--- config.mk ---
export PLATFORM = sky130hd
export DESIGN_NAME = sql_literal_comment_stripper_unit
export DESIGN_NICKNAME = d
export VERILOG_FILES = /design/src/rtl/sqlcs_pkg.sv /design/src/rtl/sql_literal_comment_stripper_unit.sv
export SDC_FILE = /design/constraint.sdc
export NUM_CORES = 1
export LEC_CHECK = 0
export ABC_AREA = 0
export BUFFER_PORTS_ARGS = -buffer_cell sky130_fd_sc_hd__buf_2
export CORE_AREA = 10 10 109 111
export CTS_CLUSTER_DIAMETER = 30
export DETAILED_ROUTE_END_ITERATION = 10
export DIE_AREA = 0 0 119 121
export PLACE_DENSITY = 0.66
export SYNTH_ARGS = -nofsm -noshare
export SYNTH_HDL_FRONTEND = slang
export SYNTH_SLANG_ARGS = --single-unit
export TNS_END_PERCENT = 10
--- constraint.sdc ---
create_clock -name clock -period 12.9 [get_ports clock]
set_clock_uncertainty 0.05 [all_clocks]
set_input_delay 3.87 -clock clock [delete_from_list [all_inputs] [get_ports clock]]
set_output_delay 3.87 -clock clock [all_outputs]
set_load 0.005 [all_outputs]
--- src/rtl/sqlcs_pkg.sv ---
// Shared constants and types for the SQL literal and comment stripper.
// Depends on nothing; imported by sql_literal_comment_stripper_unit.
package sqlcs_pkg;

   localparam logic [7:0] CH_SQUOTE = 8'h27;
   localparam logic [7:0] CH_DQUOTE = 8'h22;
   localparam logic [7:0] CH_DASH   = 8'h2D;
   localparam logic [7:0] CH_SLASH  = 8'h2F;
   localparam logic [7:0] CH_STAR   = 8'h2A;
   localparam logic [7:0] CH_NL     = 8'h0A;
   localparam logic [7:0] CH_SPACE  = 8'h20;

   // Results one input byte can cause, and the depth of the result queue.
   localparam int MAX_RESULTS = 3;
   localparam int QUEUE_DEPTH = 4;

   typedef struct packed {
      logic [7:0] out_byte;
      logic       no_byte;
      logic       end_of_text;
   } result_type;

endpackage

--- src/rtl/sql_literal_comment_stripper_unit.sv ---
// Top level of the SQL literal and comment stripper: byte scanner and result queue.
// Depends on sqlcs_pkg for character codes and the result record.

// One byte of SQL text is taken per transfer; its results go into a registered
// queue. The scanner decides everything for a byte in the cycle it is transferred
// and pushes between zero and three results into a four-entry result queue that
// drains one result per cycle while rsp_ready is high. A new byte is taken whenever
// the queue holds at most one result, so text whose bytes cause at most one result
// each streams at one byte per cycle while the receiver keeps up; a byte causing
// two or three results (a flushed dash or slash, the end marker on the last byte)
// holds off new bytes as the queue drains. Quoted literals collapse to one space,
// "--" comments to one space plus their newline, block comments to one space plus
// every newline inside, and the last byte of a text ends with an end-marker result.
module sql_literal_comment_stripper_unit
   import sqlcs_pkg::*;
(
   input  logic       clock,
   input  logic       reset,
   input  logic       req_valid,
   output logic       req_ready,
   input  logic [7:0] req_text_byte,
   input  logic       req_is_final,
   output logic       rsp_valid,
   input  logic       rsp_ready,
   output logic [7:0] rsp_out_byte,
   output logic       rsp_no_byte,
   output logic       rsp_end_of_text
);

   typedef enum logic [3:0] {
      M_TEXT       = 4'd0,
      M_TEXT_DASH  = 4'd1,
      M_TEXT_SLASH = 4'd2,
      M_SQ         = 4'd3,
      M_SQ_QUOTE   = 4'd4,
      M_DQ         = 4'd5,
      M_DQ_QUOTE   = 4'd6,
      M_LINE       = 4'd7,
      M_BLOCK      = 4'd8,
      M_BLOCK_STAR = 4'd9
   } mode_type;

   typedef struct packed {
      logic       emit;
      logic [7:0] ch;
      mode_type   mode;
   } plain_type;

   localparam int PTR_W = $clog2(QUEUE_DEPTH);
   localparam int CNT_W = $clog2(QUEUE_DEPTH + 1);
   localparam int NUM_W = $clog2(MAX_RESULTS + 1);

   mode_type   mode_ff, mode_in;
   result_type queue_ff [QUEUE_DEPTH];
   logic [PTR_W-1:0] wr_ptr_ff, rd_ptr_ff;
   logic [CNT_W-1:0] count_ff, count_in;

   result_type res    [MAX_RESULTS];
   logic [NUM_W-1:0] res_num;
   logic       accept, pop;
   plain_type  pl;

   // Plain text with nothing pending.
   function automatic plain_type plain_step(input logic [7:0] c);
      plain_type p;
      p.emit = 1'b1;
      p.ch   = CH_SPACE;
      p.mode = M_TEXT;
      priority if (c == CH_SQUOTE) begin
         p.mode = M_SQ;
      end else if (c == CH_DQUOTE) begin
         p.mode = M_DQ;
      end else if (c == CH_DASH) begin
         p.emit = 1'b0;
         p.mode = M_TEXT_DASH;
      end else if (c == CH_SLASH) begin
         p.emit = 1'b0;
         p.mode = M_TEXT_SLASH;
      end else begin
         p.ch = c;
      end
      return p;
   endfunction

   assign accept    = req_valid && req_ready;
   assign pop       = rsp_valid && rsp_ready;
   assign req_ready = (count_ff <= CNT_W'(QUEUE_DEPTH - MAX_RESULTS));
   assign rsp_valid = (count_ff != '0);

   assign rsp_out_byte    = queue_ff[rd_ptr_ff].out_byte;
   assign rsp_no_byte     = queue_ff[rd_ptr_ff].no_byte;
   assign rsp_end_of_text = queue_ff[rd_ptr_ff].end_of_text;

   always_comb begin
      logic [7:0] c;
      c       = req_text_byte;
      res_num = '0;
      mode_in = mode_ff;
      pl      = plain_step(c);
      for (int i = 0; i < MAX_RESULTS; i++) begin
         res[i] = '{out_byte: CH_SPACE, no_byte: 1'b0, end_of_text: 1'b0};
      end

      unique case (mode_ff)
         M_TEXT_DASH: begin
            res[res_num] = '{out_byte: (c == CH_DASH) ? CH_SPACE : CH_DASH,
                             no_byte: 1'b0, end_of_text: 1'b0};
            res_num = res_num + NUM_W'(1);
            if (c == CH_DASH) begin
               mode_in = M_LINE;
            end else begin
               if (pl.emit) begin
                  res[res_num].out_byte = pl.ch;
                  res_num = res_num + NUM_W'(1);
               end
               mode_in = pl.mode;
            end
         end
         M_TEXT_SLASH: begin
            res[res_num] = '{out_byte: (c == CH_STAR) ? CH_SPACE : CH_SLASH,
                             no_byte: 1'b0, end_of_text: 1'b0};
            res_num = res_num + NUM_W'(1);
            if (c == CH_STAR) begin
               mode_in = M_BLOCK;
            end else begin
               if (pl.emit) begin
                  res[res_num].out_byte = pl.ch;
                  res_num = res_num + NUM_W'(1);
               end
               mode_in = pl.mode;
            end
         end
         M_SQ: mode_in = (c == CH_SQUOTE) ? M_SQ_QUOTE : M_SQ;
         M_DQ: mode_in = (c == CH_DQUOTE) ? M_DQ_QUOTE : M_DQ;
         M_SQ_QUOTE, M_DQ_QUOTE: begin
            // A doubled quote stays inside the literal.
            if ((mode_ff == M_SQ_QUOTE && c == CH_SQUOTE) ||
                (mode_ff == M_DQ_QUOTE && c == CH_DQUOTE)) begin
               mode_in = (mode_ff == M_SQ_QUOTE) ? M_SQ : M_DQ;
            end else begin
               if (pl.emit) begin
                  res[res_num].out_byte = pl.ch;
                  res_num = res_num + NUM_W'(1);
               end
               mode_in = pl.mode;
            end
         end
         M_LINE: begin
            if (c == CH_NL) begin
               res[res_num].out_byte = CH_NL;
               res_num = res_num + NUM_W'(1);
               mode_in = M_TEXT;
            end
         end
         M_BLOCK, M_BLOCK_STAR: begin
            if (mode_ff == M_BLOCK_STAR && c == CH_SLASH) begin
               mode_in = M_TEXT;
            end else if (c == CH_STAR) begin
               mode_in = M_BLOCK_STAR;
            end else begin
               if (c == CH_NL) begin
                  res[res_num].out_byte = CH_NL;
                  res_num = res_num + NUM_W'(1);
               end
               mode_in = M_BLOCK;
            end
         end
         default: begin
            if (pl.emit) begin
               res[res_num].out_byte = pl.ch;
               res_num = res_num + NUM_W'(1);
            end
            mode_in = pl.mode;
         end
      endcase

      // Last byte: flush a pending dash or slash, then give the end marker.
      if (req_is_final) begin
         if (mode_in == M_TEXT_DASH || mode_in == M_TEXT_SLASH) begin
            res[res_num].out_byte = (mode_in == M_TEXT_DASH) ? CH_DASH : CH_SLASH;
            res_num = res_num + NUM_W'(1);
         end
         res[res_num] = '{out_byte: 8'h00, no_byte: 1'b1, end_of_text: 1'b1};
         res_num = res_num + NUM_W'(1);
         mode_in = M_TEXT;
      end
   end

   always_comb begin
      count_in = count_ff;
      if (accept) count_in = count_in + CNT_W'(res_num);
      if (pop)    count_in = count_in - CNT_W'(1);
   end

   always_ff @(posedge clock) begin
      if (reset) begin
         mode_ff   <= M_TEXT;
         wr_ptr_ff <= '0;
         rd_ptr_ff <= '0;
         count_ff  <= '0;
      end else begin
         count_ff <= count_in;
         if (pop) rd_ptr_ff <= rd_ptr_ff + PTR_W'(1);
         if (accept) begin
            mode_ff   <= mode_in;
            wr_ptr_ff <= wr_ptr_ff + PTR_W'(res_num);
         end
      end
   end

   // Queue storage holds payload only.
   always_ff @(posedge clock) begin
      if (accept) begin
         for (int i = 0; i < MAX_RESULTS; i++) begin
            if (NUM_W'(i) < res_num) begin
               queue_ff[wr_ptr_ff + PTR_W'(i)] <= res[i];
            end
         end
      end
   end

endmodule

==> impl_metrics.ini <==
[grt]
gr-usage-all-layers = 0.138
grt_pass1_vias = 3161
grt_pass1_wl_mm = 16.6
grt-ovfl-total = 0
met3_usage = 0.0181
antenna_found_initial = 0
use_met2 = 0.229
top_usage_layer = met2
grtUsageMet1 = 0.178
grt_max_degree = 17

[clock_tree]
clk_latency_ns = 0.32
cts_tree = done
cts_hold_buf = 0
clk_pin_slew_ns = 0.09
post_cts.repair.setup_buffers = 0
numCtsBuffers = 5
clock_path_buffers = 2
root_buffer = clkbuf_8
htreeDepth = 2
cts-resized-gates = 0
cts.sinks = 49

[worst_setup_path]
critical_path_class = input pin to flop
cp-start-kind = input pin
crit_path_max_fanout = 10
crit_chain = buf_2, or4b_1, or3_1, a2bb2oi_2, a31oi_1, or2_1, inv_1, ha_1, o21ai_0, inv_1, ha_1, nand2_1, o21a_1, inv_1, and3_1, inv_1, or3_1, mux2i_1
arrival_ns = 8.68
cp_slowest_stage_delay_ns = 0.66
end_kind = flop
worstPathRequired_ns = 12.89
cpMostUsedCell = inv_1
cpMaxStageDelayCell = or4b_1
cp_num_buf_inv = 5
cp_top_family = simple AND/OR/NAND/NOR gates

[cells_and_area]
final-seq-area_mm2 = 0.00134
num_antenna_cells = 0
n_fill_cell = 973
areaGrowthSynthToFinish_pct = 6.87
final_cell_count_no_fill = 535
utilization = 0.418
layout-drive-gt1-share = 0.159
final_net_count = 424
multiInputGateArea_mm2 = 0.00220

[synthesis]
ys_types = 75
ys_top_cells_by_area = edfxtp_1 29%, dfxtp_1 6.9%, mux4_2 5.4%, mux2i_1 4.0%, a31oi_1 3.2%
netlist_instances = 400
syn_area_mm2 = 0.00377
synth_area_per_cell_um2 = 9.43
async_reset_ff_frac = 0
synth_top_area_cell = edfxtp_1
ys_seq_area_frac = 0.356
ys.flop_type = edfxtp_1
yosys_warnings = 0
syn_nets = 423
synth_top_area_frac = 0.287
synth-seq-cells = 49
synth_edf_count = 36

[timing]
setup_tns_ns = 0
final-max-slew-violation-count = 0
min_period_ns = 8.68
clock.fmax_mhz = 115
hold_violations = 0
rsz0062_at_grt = no
whs_ns = 0.483
period_share = 0.673
tightest_slew_ns = 1.10
setup_ws_ns = 4.22
final-setup-viol-count = 0
maxSlewHeadroom = 0.269

[job]
cap_violations = 0

[floorplanning]
fp-row-count = 36
die_w_um = 119
dieArea_mm2 = 0.0144
placeableCoreArea_mm2 = 0.00964
initial_utilization = 0.391
ios = 25
dieHeight_um = 121

[routing]
drtAntennaViolNets = 0
via_per_inst = 6.06
drc_errors = 0
drt_wl_total_mm = 10.0
vias = 3243
drt_iter0_drc = 287
wl_per_cell_um = 18.7
dr.pass1.iters = 5

[pwr]
p_leak_nw = 1.39
ir_drop_v = 0.0000430
power_density_mw_per_mm2 = 127

[placement]
place_hpwl_mm = 7.57
place.port_buffers = 24
globalplace.congestion = 0.996
place_inst = 527
dp_worst_setup_slack_ns = 3.96

[hold_path]
hold_class = flop to flop

[status]
status = finished, final reports clean
[worst min-delay path, stage by stage, from the launching register on]
cell and delay (ns):
dfxtp_1 0.33, xor2_1 0.06, nor2_1 0.10
[through the flow]
stage / instance area, um^2 / power [W]
CTS: 4030 / 0.000515
detailed placement: 3920 / 0.000403
finish: 4030 / 0.000511
global route: 4030 / 0.000544
global placement: 3920 / 0.000399
floorplan: 3770 / 0.000347
[cells in the mapped netlist (4+ instances only)]
master and n:
nand2_1 31, nor3_1 9, a21oi_1 13, or3_1 9, nor2_1 28, clkbuf_1 15
o21ai_0 18, a32oi_1 12, nand2b_1 6, a31oi_1 19, a211oi_1 7, mux4_2 9
dfxtp_1 13, a22oi_1 6, buf_4 4, nand3_1 16, and2_1 5, mux2i_1 15
buf_1 8, edfxtp_1 36, and3_1 5, o22ai_1 10, ha_1 9, inv_1 17
xnor2_1 7
[power breakdown]
part           internal [W]  switching, W  total, W
sequential         0.000203     0.0000229  0.000226
combinational     0.0000802     0.0000913  0.000172
clock             0.0000581     0.0000559  0.000114
total              0.000341      0.000170  0.000511
[final timing paths]
check | from | to | slack [ns] | cells after the start
setup / recovery | req_text_byte[7] | queue_ff[2][7] | 4.22 | 18
hold / removal | rd_ptr_ff[1] | rd_ptr_ff[1] | 0.48 | 2
setup reg to reg | mode_ff[1] | queue_ff[2][7] | 7.47 | 16
hold reg to reg | rd_ptr_ff[1] | rd_ptr_ff[1] | 0.48 | 2
[state kept, by name (all words and copies together), names as in the netlist, named ones only]
| name | flops |
|---|---|
| mode_ff | 4 |
| count_ff | 3 |
| wr_ptr_ff | 2 |
| queue_ff | 36 |
| rd_ptr_ff | 2 |
[final cells by class]
class / count / share of cell area
Clock buffer: 5 / 0.0171
Tap cell: 133 / 0.0413
Multi-Input combinational cell: 300 / 0.545
Clock inverter: 3 / 0.0115
Sequential cell: 49 / 0.333
Inverter: 18 / 0.0168
Timing Repair Buffer: 27 / 0.0354
[layout by cell type, fill, tap and decap left out, drive strengths merged, types with 3 or more instances in the layout]
cell / instances
edfxtp: 36
nand2: 31
nor2: 28
buf: 27
a31oi: 20
o21ai: 18
inv: 17
nand3: 16
mux2i: 15
a21oi: 13
dfxtp: 13
a32oi: 12
o22ai: 10
nor3: 10
or3: 9
mux4: 9
ha: 9
xnor2: 7
a211oi: 7
nand2b: 6
a22oi: 6
and2: 5
and3: 5
clkbuf: 5
o211ai: 4
nor4: 4
or2: 4
nor2b: 3
o21a: 3
nand4: 3
nor4b: 3
[metal layers]
metal	share of wire	vias to the layer above
met2	0.47	122
met4	0.023	0
met3	0.055	25
met1	0.45	1537
li1	-	1559
met5	0	-
[cells by family (layout without fill, tap and decap cells)]
group,Yosys count,after routing,synth area share
AO/OA/AOI/OAI,117,117,0.224
XOR/XNOR,8,8,0.0186
adder cells (fa/ha/maj),10,10,0.0352
buffers and inverters,51,53,0.0617
flip-flops,49,49,0.356
multiplexers,26,26,0.102
AND/OR/NAND/NOR,139,139,0.203
Power figures use the tool's default switching activity.
